### config.mk
export PLATFORM = sky130hd
export DESIGN_NAME = mpeg_start_code_parser
export DESIGN_NICKNAME = d
export VERILOG_FILES = /design/src/rtl/mscp_pkg.sv /design/src/rtl/mscp_parse.sv /design/src/rtl/mscp_out_reg.sv /design/src/rtl/mpeg_start_code_parser.sv
export SDC_FILE = /design/constraint.sdc
export NUM_CORES = 1
export LEC_CHECK = 0
export BUFFER_PORTS_ARGS = -buffer_cell sky130_fd_sc_hd__buf_2
export CAP_MARGIN = 15
export CORE_MARGIN = 4
export CORE_UTILIZATION = 50
export CTS_CLUSTER_SIZE = 20
export DETAILED_ROUTE_END_ITERATION = 8
export PLACE_DENSITY = 0.76
export SLEW_MARGIN = 20
export SYNTH_ARGS = -nofsm -noshare
export SYNTH_HDL_FRONTEND = slang
export SYNTH_SLANG_ARGS = --single-unit
### constraint.sdc
create_clock -name i_clk -period 3.64 [get_ports i_clk]
set_input_delay 0.182 -clock i_clk [delete_from_list [all_inputs] [get_ports i_clk]]
set_output_delay 0.182 -clock i_clk [all_outputs]
set_load 0.01 [all_outputs]
### src/rtl/mscp_pkg.sv
// Shared types and constants for the MPEG start code parser.
// No dependencies; used by every module under rtl/.
package mscp_pkg;

    localparam int unsigned BYTE_W   = 8;
    localparam int unsigned DIM_W    = 12;
    localparam int unsigned RATE_W   = 4;
    localparam int unsigned PKIND_W  = 2;
    localparam int unsigned KIND_W   = 3;
    // start_code + width + height + rate + picture kind = 38 bits, padded to 40
    localparam int unsigned OUT_DATA_W = 40;
    localparam int unsigned OUT_USED_W = BYTE_W + 2 * DIM_W + RATE_W + PKIND_W;

    // Start code bytes and ranges
    localparam logic [7:0] SC_PICTURE   = 8'h00;
    localparam logic [7:0] SC_PREFIX_1  = 8'h01;
    localparam logic [7:0] SC_SLICE_MAX = 8'hAF;
    localparam logic [7:0] SC_SEQUENCE  = 8'hB3;
    localparam logic [7:0] SC_GOP       = 8'hB8;
    localparam logic [7:0] SC_PACK      = 8'hBA;
    localparam logic [7:0] SC_SYSTEM    = 8'hBB;
    localparam logic [7:0] SC_AUDIO_LO  = 8'hC0;
    localparam logic [7:0] SC_AUDIO_HI  = 8'hDF;
    localparam logic [7:0] SC_VIDEO_LO  = 8'hE0;
    localparam logic [7:0] SC_VIDEO_HI  = 8'hEF;

    localparam logic [7:0] PIC_TYPE_MASK = 8'h38;
    localparam logic [7:0] RATE_MASK     = 8'h0F;
    localparam logic [RATE_W-1:0] RATE_OTHER = 4'd8;

    // Picture coding type field values
    localparam logic [2:0] PCT_I = 3'd1;
    localparam logic [2:0] PCT_P = 3'd2;

    typedef enum logic [KIND_W-1:0] {
        KIND_PACK     = 3'd0,
        KIND_SYSTEM   = 3'd1,
        KIND_SEQUENCE = 3'd2,
        KIND_GOP      = 3'd3,
        KIND_PICTURE  = 3'd4,
        KIND_SLICE    = 3'd5,
        KIND_AUDIO    = 3'd6,
        KIND_VIDEO    = 3'd7
    } t_kind;

    typedef enum logic [PKIND_W-1:0] {
        PK_I     = 2'd0,
        PK_P     = 2'd1,
        PK_OTHER = 2'd2
    } t_pic_kind;

    typedef enum logic [2:0] {
        PH_SEARCH  = 3'b001,
        PH_CODE    = 3'b010,
        PH_PAYLOAD = 3'b100
    } t_phase;

    typedef struct packed {
        logic                valid;
        t_kind               kind;
        logic [BYTE_W-1:0]   start_code;
        logic [DIM_W-1:0]    width;
        logic [DIM_W-1:0]    height;
        logic [RATE_W-1:0]   rate_sel;
        t_pic_kind           pic_kind;
    } t_result;

endpackage

### src/rtl/mscp_parse.sv
// Start code scanner and header decoder: parse state plus the result decode.
// Depends on mscp_pkg.
module mscp_parse (
    input  logic                     i_clk,
    input  logic                     i_rst_n,
    input  logic                     i_advance,
    input  logic [7:0]               i_byte,
    output mscp_pkg::t_result        o_res
);
    import mscp_pkg::*;

    t_phase      r_phase, n_phase;
    logic [1:0]  r_zero_run, n_zero_run;
    logic [1:0]  r_count, n_count;
    logic        r_is_seq, n_is_seq;
    logic [7:0]  r_pay [3];
    logic [2:0]  pic_type;
    logic [3:0]  rate_raw;
    logic        pay_last;

    assign pic_type = 3'((i_byte & PIC_TYPE_MASK) >> 3);
    assign rate_raw = 4'(i_byte & RATE_MASK);
    assign pay_last = r_is_seq ? (r_count == 2'd3) : (r_count == 2'd1);

    always_comb begin
        n_phase    = r_phase;
        n_zero_run = r_zero_run;
        n_count    = r_count;
        n_is_seq   = r_is_seq;
        o_res      = '0;
        o_res.start_code = i_byte;
        unique case (r_phase)
            PH_CODE: begin
                n_phase    = PH_SEARCH;
                n_zero_run = 2'd0;
                priority if (i_byte == SC_SEQUENCE || i_byte == SC_PICTURE) begin
                    n_phase  = PH_PAYLOAD;
                    n_count  = 2'd0;
                    n_is_seq = (i_byte == SC_SEQUENCE);
                end else if (i_byte == SC_PACK) begin
                    o_res.valid = 1'b1;
                    o_res.kind  = KIND_PACK;
                end else if (i_byte == SC_SYSTEM) begin
                    o_res.valid = 1'b1;
                    o_res.kind  = KIND_SYSTEM;
                end else if (i_byte == SC_GOP) begin
                    o_res.valid = 1'b1;
                    o_res.kind  = KIND_GOP;
                end else if (i_byte <= SC_SLICE_MAX) begin
                    o_res.valid = 1'b1;
                    o_res.kind  = KIND_SLICE;
                end else if (i_byte >= SC_AUDIO_LO && i_byte <= SC_AUDIO_HI) begin
                    o_res.valid = 1'b1;
                    o_res.kind  = KIND_AUDIO;
                end else if (i_byte >= SC_VIDEO_LO && i_byte <= SC_VIDEO_HI) begin
                    o_res.valid = 1'b1;
                    o_res.kind  = KIND_VIDEO;
                end else begin
                    o_res.valid = 1'b0;
                end
            end
            PH_PAYLOAD: begin
                if (!pay_last) begin
                    n_count = r_count + 2'd1;
                end else begin
                    n_phase    = PH_SEARCH;
                    n_zero_run = 2'd0;
                    n_count    = 2'd0;
                    o_res.valid = 1'b1;
                    if (r_is_seq) begin
                        o_res.kind       = KIND_SEQUENCE;
                        o_res.start_code = SC_SEQUENCE;
                        o_res.width      = {r_pay[0], r_pay[1][7:4]};
                        o_res.height     = {r_pay[1][3:0], r_pay[2]};
                        o_res.rate_sel   = (rate_raw == 4'd0 || rate_raw[3]) ?
                                           RATE_OTHER : rate_raw;
                    end else begin
                        o_res.kind       = KIND_PICTURE;
                        o_res.start_code = SC_PICTURE;
                        o_res.pic_kind   = (pic_type == PCT_I) ? PK_I :
                                           (pic_type == PCT_P) ? PK_P : PK_OTHER;
                    end
                end
            end
            default: begin
                n_phase = PH_SEARCH;
                if (i_byte == SC_PREFIX_1 && r_zero_run == 2'd2) begin
                    n_phase    = PH_CODE;
                    n_zero_run = 2'd0;
                end else if (i_byte == SC_PICTURE) begin
                    if (r_zero_run != 2'd2) n_zero_run = r_zero_run + 2'd1;
                end else begin
                    n_zero_run = 2'd0;
                end
            end
        endcase
    end

    always_ff @(posedge i_clk) begin
        if (!i_rst_n) begin
            r_phase    <= PH_SEARCH;
            r_zero_run <= 2'd0;
            r_count    <= 2'd0;
            r_is_seq   <= 1'b0;
        end else if (i_advance) begin
            r_phase    <= n_phase;
            r_zero_run <= n_zero_run;
            r_count    <= n_count;
            r_is_seq   <= n_is_seq;
        end
    end

    // payload capture; only the first three bytes are kept
    always_ff @(posedge i_clk) begin
        if (i_advance && r_phase == PH_PAYLOAD && !pay_last && r_count != 2'd3) begin
            r_pay[r_count] <= i_byte;
        end
    end

endmodule

### src/rtl/mscp_out_reg.sv
// Result register for the master stream side; packs the result into tdata/tuser.
// Depends on mscp_pkg.
module mscp_out_reg (
    input  logic                              i_clk,
    input  logic                              i_rst_n,
    input  logic                              i_load,
    input  mscp_pkg::t_result                 i_res,
    input  logic                              i_ready,
    output logic                              o_free,
    output logic                              o_valid,
    output logic [mscp_pkg::KIND_W-1:0]       o_user,
    output logic [mscp_pkg::OUT_DATA_W-1:0]   o_data
);
    import mscp_pkg::*;

    logic                  r_valid, n_valid;
    logic [KIND_W-1:0]     r_user;
    logic [OUT_DATA_W-1:0] r_data;

    assign o_free = !r_valid || i_ready;

    always_comb begin
        n_valid = r_valid;
        if (i_load)       n_valid = i_res.valid;
        else if (i_ready) n_valid = 1'b0;
    end

    always_ff @(posedge i_clk) begin
        if (!i_rst_n) r_valid <= 1'b0;
        else          r_valid <= n_valid;
    end

    always_ff @(posedge i_clk) begin
        if (i_load && i_res.valid) begin
            r_user <= i_res.kind;
            r_data <= {{(OUT_DATA_W - OUT_USED_W){1'b0}}, i_res.pic_kind,
                       i_res.rate_sel, i_res.height, i_res.width, i_res.start_code};
        end
    end

    assign o_valid = r_valid;
    assign o_user  = r_user;
    assign o_data  = r_data;

endmodule

### src/rtl/mpeg_start_code_parser.sv
// Top level of the MPEG-1/2 start code parser: input register, parser, result register.
// Depends on mscp_pkg, mscp_parse and mscp_out_reg.
//
//  channel  | dir | beat payload
//  ---------+-----+--------------------------------------------------------------
//  s_axis   | in  | tdata[7:0] stream byte
//  m_axis   | out | tuser unit kind; tdata start code, width, height, rate, pic kind
//
// One byte per clock sustained while m_axis is not stalled. A byte is held in the input
// register, then the parser state and decode update and any result lands in the output
// register. Reset is synchronous, active low, and drops both stage valids and returns
// the scanner to searching. A stalled output holds the input stage; the input register
// is refilled in the same cycle its byte moves on.
module mpeg_start_code_parser (
    input  logic                              i_clk,
    input  logic                              i_rst_n,
    input  logic                              s_axis_tvalid,
    output logic                              s_axis_tready,
    input  logic [7:0]                        s_axis_tdata,   // [7:0] in_byte
    output logic                              m_axis_tvalid,
    input  logic                              m_axis_tready,
    // [7:0] start_code, [19:8] frame_width, [31:20] frame_height,
    // [35:32] frame_rate_sel, [37:36] picture_kind, [39:38] zero
    output logic [mscp_pkg::OUT_DATA_W-1:0]   m_axis_tdata,
    output logic [mscp_pkg::KIND_W-1:0]       m_axis_tuser    // [2:0] unit_kind
);
    import mscp_pkg::*;

    logic       r_in_valid, n_in_valid;
    logic [7:0] r_in_byte;
    logic       out_free;
    logic       advance;
    t_result    res;

    // byte leaves the input register when the result slot can take it
    assign advance       = r_in_valid && out_free;
    assign s_axis_tready = !r_in_valid || advance;

    always_comb begin
        n_in_valid = r_in_valid;
        if (s_axis_tready) n_in_valid = s_axis_tvalid;
    end

    always_ff @(posedge i_clk) begin
        if (!i_rst_n) r_in_valid <= 1'b0;
        else          r_in_valid <= n_in_valid;
    end

    always_ff @(posedge i_clk) begin
        if (s_axis_tvalid && s_axis_tready) r_in_byte <= s_axis_tdata;
    end

    mscp_parse u_parse (
        .i_clk     (i_clk),
        .i_rst_n   (i_rst_n),
        .i_advance (advance),
        .i_byte    (r_in_byte),
        .o_res     (res)
    );

    mscp_out_reg u_out (
        .i_clk    (i_clk),
        .i_rst_n  (i_rst_n),
        .i_load   (advance),
        .i_res    (res),
        .i_ready  (m_axis_tready),
        .o_free   (out_free),
        .o_valid  (m_axis_tvalid),
        .o_user   (m_axis_tuser),
        .o_data   (m_axis_tdata)
    );

    // input stage only backpressures while holding a byte
    a_ready_when_empty: assert property (@(posedge i_clk) disable iff (!i_rst_n)
        !s_axis_tready |-> r_in_valid)
        else $error("input stage stalled while empty");

    // a new result appears only in the cycle after a byte moved on
    a_out_from_advance: assert property (@(posedge i_clk) disable iff (!i_rst_n)
        (m_axis_tvalid && !$past(m_axis_tvalid && !m_axis_tready)) |-> $past(advance))
        else $error("result without a parsed byte");

    // dimensions and rate only on sequence results
    a_seq_fields: assert property (@(posedge i_clk) disable iff (!i_rst_n)
        (m_axis_tvalid && m_axis_tuser != KIND_SEQUENCE) |->
        (m_axis_tdata[35:8] == '0))
        else $error("sequence fields on a non-sequence result");

    // sequence and picture results carry their own code byte
    a_code_match: assert property (@(posedge i_clk) disable iff (!i_rst_n)
        (m_axis_tvalid && (m_axis_tuser == KIND_SEQUENCE || m_axis_tuser == KIND_PICTURE))
        |-> (m_axis_tdata[7:0] ==
             ((m_axis_tuser == KIND_SEQUENCE) ? SC_SEQUENCE : SC_PICTURE)))
        else $error("start code does not match unit kind");

endmodule

; ---- After elaboration in Yosys (flattened, before gate mapping)
; Memories as Yosys holds them, arrays and structs flattened.
; Index checks and enable logic that the tools add are counted.
; Widths: inputs -> output; s select.
[totals]
reg_bits = 59
ram_bits = 24
out_inout_bits = 45
elab_cells = 101
memories = 1
[classes]
addsub = 2
order_cmp = 5
n_eq_ne = 17
mux = 34
bitwise = 3
reduce_logical = 27
[mem_list]
columns = memory, words, word_bits, read_ports, rd_ports_with_merged_regs, write_ports, line_no
row1 = u_parse.r_pay, 3, 8, 3, 0, 1, mscp_parse.sv:16  ; logic [7:0] r_pay [3];
[ops]
columns = operator, count
row1 = $mux 42, 1
row2 = $mux 38, 1
row3 = $eq 8x8->1 const B, 4
row4 = $mux 28, 1
row5 = $mux 4, 7
row6 = $le 8x8->1 const B, 3
row7 = $mux 2, 10
row8 = $ge 8x8->1 const B, 2
row9 = $reduce_and 3->1, 4
row10 = $mux 11, 1
row11 = $logic_and 1x1->1, 9
row12 = $mux 3, 3
row13 = $eq 8x1->1 const B, 1
row14 = $logic_not 8->1, 1
row15 = $pmux 2 s2, 2
row16 = $pmux 4 s2, 1
row17 = $reduce_or 4->1, 2
row18 = $eq 3x2->1 const B, 2
row19 = $mux 1, 6
row20 = $pmux 3 s2, 1
row21 = $ne 5x4->1 const B, 1
row22 = $add 2x1->2 const B, 2
row23 = $eq 2x2->1 const B, 2
row24 = $logic_not 4->1, 1
row25 = other kinds (10), 20

; ---- Logic depth before layout (Yosys ltp)
; Gate-level depths: netlist of the first run.
[depth]
word_depth = 11
depth_mapped = 6

; ---- Cells and area by module
; From an unflattened synthesis of the first run, not the netlist that was laid out.
[hier_totals]
cells_unflattened = 231
area_unflattened_um2 = 3384.5
[modules_own_cells]
columns = mod, instances, cells_each, area_each_um2
row1 = mscp_parse, 1, 168, 1778.0
row2 = mscp_out_reg, 1, 49, 1301.2
row3 = mpeg_start_code_parser, 1, 14, 305.3

; ---- Worst setup path after synthesis of the first run
; Ideal clock, no wire load.
[synth_path]
path_kind = flip-flop to flip-flop
startpoint = reg r_in_byte[3]
endpoint = reg u_out.r_data[0], in the netlist u_out.o_data[0], enable pin
arrival_ps = 3289
path_slack_ps = -104
path_stages_with_launch = 6
n_path_buf = 1
cell_sequence = edfxtp_1 -> buf_6 -> or3b_2 -> o21ai_0 -> nand3b_1 -> a21oi_1
[synth_between]
elab_chain_cells = 11
[synth_rtl]
columns = element, line_no
row1 = from (decl), mpeg_start_code_parser.sv:30  ; logic [7:0] r_in_byte;
row2 = from (signal assigned), mpeg_start_code_parser.sv:50  ; if (s_axis_tvalid && s_axis_tready) r_in_byte <= s_axis_tdata;
row3 = $ge 8x8->1 / $le 8x8->1 (equally long branches), mscp_parse.sv:55  ; end else if (i_byte >= SC_VIDEO_LO && i_byte <= SC_VIDEO_HI) begin
row4 = $logic_and 1x1->1, mscp_parse.sv:55
row5 = $mux 1, mscp_parse.sv:55
row6 = $mux 4, mscp_parse.sv:52  ; end else if (i_byte >= SC_AUDIO_LO && i_byte <= SC_AUDIO_HI) begin
row7 = $mux 4, mscp_parse.sv:49  ; end else if (i_byte <= SC_SLICE_MAX) begin
row8 = $mux 4, mscp_parse.sv:46  ; end else if (i_byte == SC_GOP) begin
row9 = $mux 4, mscp_parse.sv:43  ; end else if (i_byte == SC_SYSTEM) begin
row10 = $mux 4, mscp_parse.sv:40  ; end else if (i_byte == SC_PACK) begin
row11 = $mux 4 *, mscp_parse.sv:36  ; priority if (i_byte == SC_SEQUENCE || i_byte == SC_PICTURE) begin
row12 = $pmux 4 s2 *, mscp_parse.sv:32  ; unique case (r_phase)
row13 = $logic_and 1x1->1 *, mscp_out_reg.sv:34  ; if (i_load && i_res.valid) begin
row14 = to (signal assigned), mscp_out_reg.sv:36  ; r_data <= {{(OUT_DATA_W - OUT_USED_W){1'b0}}, i_res.pic_kind,
row15 = to (decl), mscp_out_reg.sv:18  ; logic [OUT_DATA_W-1:0] r_data;
; Mark *: on every way between the ends. The rest lies on a longest branch, timed or not.
; A chain may end at the register's enable or synchronous reset.

; ---- Final worst setup path of the first run
[layout_path]
startpoint = reg u_parse.r_phase[2]
endpoint = mem u_parse.r_pay[0][4], enable pin
[layout_between]
elab_chain_cells = 6
[layout_rtl]
columns = element, line_no
row1 = from (decl), mscp_parse.sv:12  ; t_phase r_phase, n_phase;
row2 = from (signal assigned), mscp_parse.sv:106  ; r_phase <= n_phase;
row3 = $eq 3x3->1, mscp_parse.sv:115  ; if (i_advance && r_phase == PH_PAYLOAD && !pay_last && r_count != 2'd3) begin
row4 = $logic_and 1x1->1 (3 in series), mscp_parse.sv:115
row5 = $mux 1, mscp_parse.sv:115
row6 = $mux 1 (not written as such), mscp_parse.sv:116  ; r_pay[r_count] <= i_byte;
row7 = to (decl), mscp_parse.sv:16
; No other way between the ends.

==> key figures, run 1 <==
Status
  – Status: finished clean

Route
  – WL/cell: 15.4 um
  – Drt total wl: 5900 um
  – DRC: 0
  – Drt pass-1 iters: 5
  – Antenna Nets Post-Route: 0
  – Vias per cell: 5.15
  – Drt initial violations: 96
  – Via Count: 1,971

Worst setup path
  – R2R depth: 4
  – WP data required: 3.65 ns
  – Reg2Reg Capture Point: u_parse.r_pay[0][4]
  – R2r startpoint: u_parse.r_phase[2]
  – Most frequent CP cell: nor3b_1
  – CP endpoint: u_parse.r_pay[0][4]
  – CP Launch Type: flop
  – Crit path largest cell delay: 0.60 ns
  – Crit. path cell count: 4
  – Crit path buf inv count: 0
  – Critical path arrival: 2.60 ns
  – Crit path max-delay family: simple AND/OR/NAND/NOR gates
  – Setup crit end kind: flop
  – CP Max Fanout: 8
  – CP Class: flop to flop
  – Slowest CP cell: nor3b_1
  – Worst path cell trace: nor3b_1 > a21boi_0 > nor3b_1 > and2_1
  – Minimum setup slack among reg-to-reg paths: 1.05 ns
  – Origin of the worst setup path: u_parse.r_phase[2]

Logic synthesis
  – Post-Synthesis Cells: 235
  – Sequential area share after synthesis: 72.0%
  – Mapped Avg Cell Area: 14.1 um2
  – Synth unique cells: 42
  – Post-synth EDFFs: 73
  – Synth area leader: edfxtp_1
  – Async SR Flop Fraction: 0%
  – Main flop type after synthesis: edfxtp_1
  – Ys Warns: 0
  – Top cells by area, synth: edfxtp_1 66%, and2_1 6.0%, dfxtp_1 6.0%
  – FF+latch count, synth: 83
  – Top cell type's share of synthesized area: 66.0%
  – Syn Std Cell Area: 3320 um2

STA
  – Clock Skews: 0.00925 ns
  – Total negative slack: 0 ns
  – Slew @ Worst Pin: 0.682 ns
  – Final setup violation count: 0
  – Peak Freq: 386 MHz
  – Fin crit share: 71.2%
  – Tmin final: 2.59 ns
  – Final Hold Fails: 0
  – Max_slew headroom: 54.5%
  – RSZ-0062 raised after global routing: false
  – Fin. max-slew vios: 0

Clock tree
  – Max clock buf depth: 2
  – CTS root buf: clkbuf_8
  – Post-CTS Setup Inserts: 0
  – Clk slew on worst S/H paths: 0.08 ns
  – Clk_lat worst skew: 0.35 ns
  – CTS Buf Count: 9
  – CTS Sinks: 83
  – Htree depth: 3
  – CTS tree: yes

Floorplanning
  – # rows: 29
  – Die Area: 8010 um2
  – Die span in x: 89.5 um
  – # IOs: 57
  – Core area: 6390 um2
  – Chip height: 89.5 um
  – Initial Util: 52.0%

Placed design
  – Post-DP Area: 3660 um2
  – Hpwl dp: 4120 um
  – # port buffers: 54
  – DP Cell Count: 360
  – GPL Wtd Cong: 0.882

Final layout
  – Non-Filler Instances: 383
  – ANT cells: 0
  – Area Overhead vs Synth: 19.0%
  – Util after Layout: 61.9%
  – Nets@finish: 318
  – Share of layout cells above drive strength 1: 25.5%
  – Number of fillers in the final layout: 490
  – Final instance area: 3950 um2

Global routing
  – First-pass GRT wire length: 9250 um
  – Largest net degree at the start of global routing: 43
  – Initial antenna violation count: 0
  – Vias in the first global route: 1,900
  – Final global-route overflow total: 0
  – Global Route Usage Sum: 15.8%

Power and ir drop
  – Peak VDD IR: 0.000350 V
  – Pleak: 1.56 nW
  – Pwr Density: 460 nW/um2

Min path
  – Worst min path class: input pin to flop

Run
  – Number of max-cap violations: 0
## kinds of logic (layout without fill, tap and decap cells)
logic type,Yosys count,count (layout),synth area share (%)
compound gates,22,22,4.26
xor+xnor,2,2,0.528
fa+ha+maj,5,5,1.88
buf+inv,12,82,1.81
flops,83,83,72.0
mux,2,2,0.603
other cells,1,2,0.113
simple gates,108,108,18.8
## stage by stage
stage	hold slack [ns]	setup WS [ns]	power (mW)
2_1_floorplan	0.281	0.814	1.11
4_1_cts	0.00238	1.02	1.83
5_1_grt	0.00292	0.774	1.88
3_5_place_dp	0.360	1.06	1.12
3_3_place_gp	0.360	1.25	1.12
6_report	0.0184	1.05	1.82
## report_power, final
part	leakage [nW]	total (mW)	switching [mW]	internal [mW]
clock network	0.101	0.709	0.322	0.387
logic	0.628	0.0452	0.0218	0.0234
registers	0.831	1.06	0.0237	1.04
total	1.56	1.82	0.368	1.45
## worst min path at each step
stage	endpoint	start	cells past startpoint
3_5_place_dp	r_in_byte[2]	s_axis_tdata[2]	1
5_1_grt	r_in_byte[5]	s_axis_tdata[5]	1
4_1_cts	r_in_byte[5]	s_axis_tdata[5]	1
3_3_place_gp	r_in_byte[0]	s_axis_tdata[0]	1
2_1_floorplan	r_in_byte[0]	s_axis_tdata[0]	0
6_report	r_in_byte[5]	s_axis_tdata[5]	1
## flip-flops by register name, summed over array words and instances (netlist names)
signal and count:
u_out.o_data 38, u_parse.r_pay 24, r_in_byte 8, u_out.o_user 3, u_parse.r_phase 3, u_parse.r_count 2, u_parse.r_zero_run 2, r_in_valid 1
u_out.o_valid 1, u_parse.r_is_seq 1
## repair_timing
action | 4_1_cts | 5_1_grt
hold buffers | 7 | 0
hold endpoints to repair | 7 | 0
resized for setup | 0 | 0
## routing by layer
layer / vias up / wire length, um / track usage, %
li1: 982 / - / -
met4: 0 / 90 / 7.85
met5: - / 0 / 0
met3: 9 / 457 / 3.78
met2: 69 / 2750 / 25.3
met1: 911 / 2600 / 20.1
## synthesized netlist by cell type, types with 5 or more instances
cell type  count
a21oi_1        7
and2_1        32
clkbuf_1       5
dfxtp_1       10
edfxtp_1      73
ha_1           5
nand2_1       25
nand3_1        9
nor2_1         9
nor3_1         6
nor3b_1        5
## final cells by class
class / count / area (um2) / area share (%)
clock inverter: 6 / 87.6 / 2.22
inverter: 4 / 15.0 / 0.380
clock buffer: 10 / 128 / 3.23
timing repair buffer: 62 / 348 / 8.81
sequential: 83 / 2390 / 60.6
tap: 77 / 96.3 / 2.44
multi-input combinational: 141 / 883 / 22.4
## placed cells by master (no fill, tap or decap), types with 3 or more instances in the layout
cell type,n
buf_2,54
clkbuf_8,9
nor2_1,9
dlygate4sd3_1,7
edfxtp_1,73
a21boi_0,3
nor2b_1,4
nand2_1,25
nor3b_1,5
nand3_1,9
and2_1,32
inv_1,4
a21oi_1,6
o21ai_0,3
dfxtp_1,10
ha_1,5
nor3_1,6
nand2b_1,4
Power figures use the tool's default switching activity.
==> inputs of run 2 (changes only) <==
ABC_AREA = 1   (was default)
clock period = 2.3 ns   (was 3.64 ns; I/O delays follow)
==> run 2 against run 1 <==
Sequential share of layout area decreased by 0.98 points. Largest power group unchanged. Via count up 7.5%. Clock-buffer cell count unchanged. Non-clock buffer count rose by 5. Cell count rose by 17%. Global-route usage down 0.10 points.
==> key figures, run 2 <==
Logic synthesis
  – Sequential area share after synthesis: 70.8%
  – Top cells by area, synth: edfxtp_1 65%, inv_1 6.2%, dfxtp_1 5.9%
  – Synth cell count leaders: 73 x edfxtp_1, 56 x inv_1, 51 x nor2_1
  – Main flop type after synthesis: edfxtp_1
  – Post-Synthesis Cells: 293
  – Mapped Avg Cell Area: 11.5 um2
  – FF+latch count, synth: 83
  – Count leader, synth: edfxtp_1
  – Synth area leader: edfxtp_1
  – Ys Warns: 0
  – Top cell type's share of synthesized area: 64.9%
  – Async SR Flop Fraction: 0%
  – Syn Std Cell Area: 3380 um2
  – Synth unique cells: 26
  – Post-synth EDFFs: 73

Floorplanning
  – Die Area: 8140 um2
  – # rows: 29
  – # IOs: 57
  – Core area: 6460 um2
  – Initial Util: 52.3%
  – Die span in x: 90.2 um
  – Chip height: 90.2 um

Clock tree
  – # resized after CTS: 0
  – CTS Buf Count: 9
  – CTS root buf: clkbuf_8
  – Clk slew on worst S/H paths: 0.08 ns
  – CTS tree: yes
  – CTS Sinks: 83
  – Htree depth: 3
  – Clk_lat worst skew: 0.34 ns
  – Max clock buf depth: 2

STA
  – Clock Skews: 0.0112 ns
  – Tmin final: 1.97 ns
  – Total negative slack: 0 ns
  – Final Hold Fails: 0
  – Fin. max-slew vios: 0
  – RSZ-0062 raised after global routing: false
  – Peak Freq: 507 MHz
  – Final setup violation count: 0
  – Fin crit share: 85.8%

Route
  – Drt total wl: 5870 um
  – Antenna Nets Post-Route: 0
  – Vias per cell: 4.71
  – Drt initial violations: 152
  – WL/cell: 13.0 um
  – DRC: 0
  – Drt pass-1 iters: 4
  – Via Count: 2,119

Status
  – Status: finished clean

Placed design
  – # port buffers: 54
  – GPL Wtd Cong: 0.952
  – Hpwl dp: 4120 um

Final layout
  – Number of fillers in the final layout: 524
  – Util after Layout: 62.2%
  – Most frequent cells in the layout: 73 x edfxtp_1, 56 x inv_1, 54 x buf_2
  – Area Overhead vs Synth: 18.8%
  – Nets@finish: 385
  – Share of layout cells above drive strength 1: 26.3%
  – ANT cells: 0
  – Most common cell after layout, fill and taps aside: edfxtp_1
  – Max reg flops: 38

Global routing
  – Final global-route overflow total: 0
  – Routing usage on met2: 25.4%
  – Met3 GRT Util: 4.26%
  – GRT Max-Usage Layer: met2
  – Met1 Use GR: 19.8%
  – Largest net degree at the start of global routing: 42
  – Vias in the first global route: 2,131
  – Global Route Usage Sum: 15.7%
  – Initial antenna violation count: 0
  – First-pass GRT wire length: 10,100 um

Run
  – Number of max-cap violations: 0

Worst setup path
  – CP Launch Type: flop
  – CP Class: flop to flop
  – Critical path arrival: 2.01 ns
  – R2R depth: 11
  – WP data required: 2.33 ns
  – Setup crit end kind: flop
  – CP Max Fanout: 41

Power and ir drop
  – Pwr Density: 671 nW/um2
  – Pleak: 1.82 nW
  – Peak VDD IR: 0.000284 V

Min path
  – Worst min path class: input pin to flop
  – Hold depth: 2
==> run 2: cell count changes in the layout (fill, tap and decap cells not counted), moves of 4 or more <==
cell / before / now
nor3b_1: 5 / 0
nand2_1: 25 / 34
inv_1: 4 / 56
nor2_2: 0 / 6
o21ai_0: 3 / 7
nor2_1: 9 / 51
nand2_2: 0 / 6
nor2b_1: 4 / 0
inv_2: 0 / 5
a21oi_1: 6 / 12
nand2b_1: 4 / 0
and2_1: 32 / 0
==> run 2: final timing paths <==
kind	slack [ns]	to	from
worst max-delay path	0.33	u_out.o_data[33]	r_in_byte[5]
worst min-delay path	0.03	u_parse.r_phase[0]	i_rst_n
worst max register to register	0.33	u_out.o_data[33]	r_in_byte[5]
worst min register to register	0.48	u_parse.r_zero_run[0]	u_parse.r_zero_run[0]
==> run 2: timing repair <==
item | 4_1_cts | 5_1_grt
hold endpoints to repair | 8 | 0
setup buffers | 0 | 0
hold buffers | 8 | 0
==> run 2: report_power, final <==
| group | leakage, nW | switching [mW] | internal (mW) | total [mW] |
|---|---|---|---|---|
| sequential | 0.813 | 0.0227 | 1.65 | 1.67 |
| clock | 0.0918 | 0.518 | 0.404 | 0.922 |
| combinational | 0.914 | 0.0613 | 0.0380 | 0.0993 |
==> run 2: cells by family after synthesis <==
logic type,count (synthesis),synth area share (%)
compound gates,23,3.52
fa+ha+maj,5,1.85
buf+inv,66,8.07
flops,83,70.8
other cells,1,0.111
simple gates,115,15.7
==> run 2: critical path, cell delays in order (launching register included) <==
cell      delay (ns)
edfxtp_1        0.55
nand2_2         0.12
inv_1           0.07
nand2_1         0.09
nor2_1          0.13
o21ai_1         0.11
nand2_1         0.08
nand2_1         0.04
nand2_1         0.06
nand2_1         0.07
inv_1           0.09
buf_12          0.23
==> run 2: cell type report <==
cell class | count | area (um2) | share of cell area (%)
Clock buffer | 10 | 128 | 3.18
Sequential cell | 83 | 2390 | 59.6
Timing Repair Buffer | 67 | 400 | 9.97
Multi-Input combinational cell | 145 | 718 | 17.9
Clock inverter | 6 | 45.0 | 1.12
Inverter | 62 | 235 | 5.86
Tap cell | 77 | 96.3 | 2.40
==> run 2: routing by layer <==
metal,vias up,part of all wire (%)
met4,0,1.7
met2,59,48
li1,1092,-
met3,8,5.5
met5,-,0
met1,960,44
==> run 2: per-stage QoR <==
step                      total power [mW]  hold slack, ns  instances  instance area [um2]  setup WS (ns)
after floorplan                       1.76           0.199        294                 3380         0.0267
after global placement                1.79           0.296        426                 3760          0.408
after detailed placement              1.79           0.298        426                 3760          0.352
after CTS                             2.73         0.00759        450                 4020          0.325
after global routing                  2.82          0.0226        450                 4020          0.120
final                                 2.69          0.0279        450                 4020          0.327
==> inputs of run 3 (changes only) <==
PLACE_DENSITY = 0.75   (was 0.76)
==> run 3 against run 2 <==
Non-clock buffer count shrank 1. Die area did not move. Routed wire length is 1.7% higher. Clock-buffer cell count is 1 lower. Utilization fell by 0.25 points. Hold slack lost 0.0087 ns. Largest power group unchanged.
==> key figures, run 3 (synthesized netlist as in run 2, its figures left out) <==
Status
  – Status: finished clean

Power and ir drop
  – Pwr Density: 664 nW/um2
  – Pleak: 1.80 nW
  – Peak VDD IR: 0.000341 V

Clock tree
  – Max clock buf depth: 2
  – Clk_lat worst skew: 0.34 ns
  – CTS Sinks: 83
  – CTS Buf Count: 9
  – CTS root buf: clkbuf_8
  – CTS tree: yes
  – Htree depth: 3
  – # resized after CTS: 0
  – Clk slew on worst S/H paths: 0.08 ns

Route
  – Antenna Nets Post-Route: 0
  – Drt initial violations: 194
  – WL/cell: 13.3 um
  – Via Count: 2,161
  – DRC: 0
  – Vias per cell: 4.82
  – Drt total wl: 5970 um
  – Drt pass-1 iters: 4

Worst setup path
  – CP Max Fanout: 41
  – Critical path arrival: 2.08 ns
  – WP data required: 2.33 ns
  – CP Class: flop to flop
  – CP Launch Type: flop
  – Setup crit end kind: flop
  – R2r startpoint: r_in_byte[3]
  – R2R depth: 11
  – Reg2Reg Capture Point: u_out.o_data[14]
  – Minimum setup slack among reg-to-reg paths: 0.25 ns

Final layout
  – Area Overhead vs Synth: 18.3%
  – Share of layout cells above drive strength 1: 25.6%
  – Most frequent cells in the layout: 73 x edfxtp_1, 56 x inv_1, 54 x buf_2
  – Final instance area: 4000 um2
  – Max reg flops: 38
  – ANT cells: 0
  – Nets@finish: 384
  – Most common cell after layout, fill and taps aside: edfxtp_1

STA
  – Peak Freq: 488 MHz
  – Final Hold Fails: 0
  – Final setup violation count: 0
  – RSZ-0062 raised after global routing: false
  – Fin. max-slew vios: 0
  – Fin crit share: 89.1%
  – Tmin final: 2.05 ns
  – Total negative slack: 0 ns
  – Clock Skews: 0.0116 ns

Placed design
  – Hpwl dp: 4190 um
  – # port buffers: 54
  – Post-DP Area: 3750 um2
  – GPL Wtd Cong: 0.975

Floorplanning
  – Die span in x: 90.2 um
  – # IOs: 57
  – # rows: 29
  – Core area: 6460 um2
  – Die Area: 8140 um2
  – Initial Util: 52.3%
  – Chip height: 90.2 um

Global routing
  – Initial antenna violation count: 0
  – Global Route Usage Sum: 15.9%
  – Vias in the first global route: 2,201
  – First-pass GRT wire length: 10,300 um
  – Largest net degree at the start of global routing: 42
  – Final global-route overflow total: 0

Min path
  – Min-delay src: i_rst_n
  – Hold endpoint: u_parse.r_phase[0]
  – Worst min path class: input pin to flop
  – Hold depth: 2

Run
  – Number of max-cap violations: 0
==> run 3: changes by cell type in the layout (fill, tap and decap cells not counted) <==
cell,before,now
clkinv_1,0,2
clkinvlp_4,0,2
buf_4,4,3
clkbuf_1,1,0
inv_6,4,2
clkinv_2,2,0
==> run 3: final cells by class <==
cell class	instances	area [um2]
Multi-Input combinational cell	145	718
Clock inverter	6	40.0
Tap cell	77	96.3
Inverter	62	235
Clock buffer	9	124
Fill cell	511	2460
Timing Repair Buffer	66	393
Sequential cell	83	2390
==> run 3: worst max path at each step <==
stage / end / start / slack, ns / cells past startpoint
2_1_floorplan: u_out.o_data[0] / r_in_byte[3] / 0.03 / 10
3_3_place_gp: u_out.o_data[28] / r_in_byte[3] / 0.38 / 11
3_5_place_dp: u_out.o_data[8] / r_in_byte[3] / 0.30 / 11
4_1_cts: u_out.o_data[18] / r_in_byte[3] / 0.27 / 11
5_1_grt: u_out.o_data[2] / r_in_byte[5] / 0.06 / 11
6_report: u_out.o_data[14] / r_in_byte[3] / 0.25 / 11
==> run 3: critical path, stage by stage, from the launching register on <==
cell	delay, ns
edfxtp_1	0.56
inv_1	0.14
nand2_2	0.12
nor2_1	0.07
nand2_2	0.09
nand2_2	0.06
nor2_2	0.13
nand2_1	0.07
nand2_1	0.05
nand2_1	0.07
inv_1	0.10
buf_12	0.25
==> run 3: report_power, final <==
part	total, mW	switching (mW)	internal [mW]	leakage (nW)
Combinational	0.0956	0.0592	0.0364	0.910
Clock	0.887	0.501	0.386	0.0772
Sequential	1.67	0.0235	1.65	0.813
==> run 3: stage by stage <==
step	power, mW	hold WS, ns	cells	setup WS, ns	utilization, %
finish	2.65	0.0192	448	0.250	61.9
global route	2.76	0.0236	448	0.0556	61.9
CTS	2.68	0.00826	448	0.271	61.9
detailed placement	1.79	0.293	425	0.303	58.1
global placement	1.79	0.294	425	0.383	58.1
floorplan	1.76	0.199	294	0.0267	-
==> run 3: layer usage <==
layer	vias to the layer above	routed length, um	global-route usage [%]
li1	1085	-	-
met1	979	2590	20.3
met2	83	2890	26.1
met3	14	362	3.26
met4	0	126	7.65
met5	-	0	0
==> run 3: repair_timing <==
item                                    in CTS  in global routing
hold buffers                                 8                  0
buffers inserted                             0                  0
endpoints found under the setup margin       0                  0
hold endpoints to repair                     8                  0
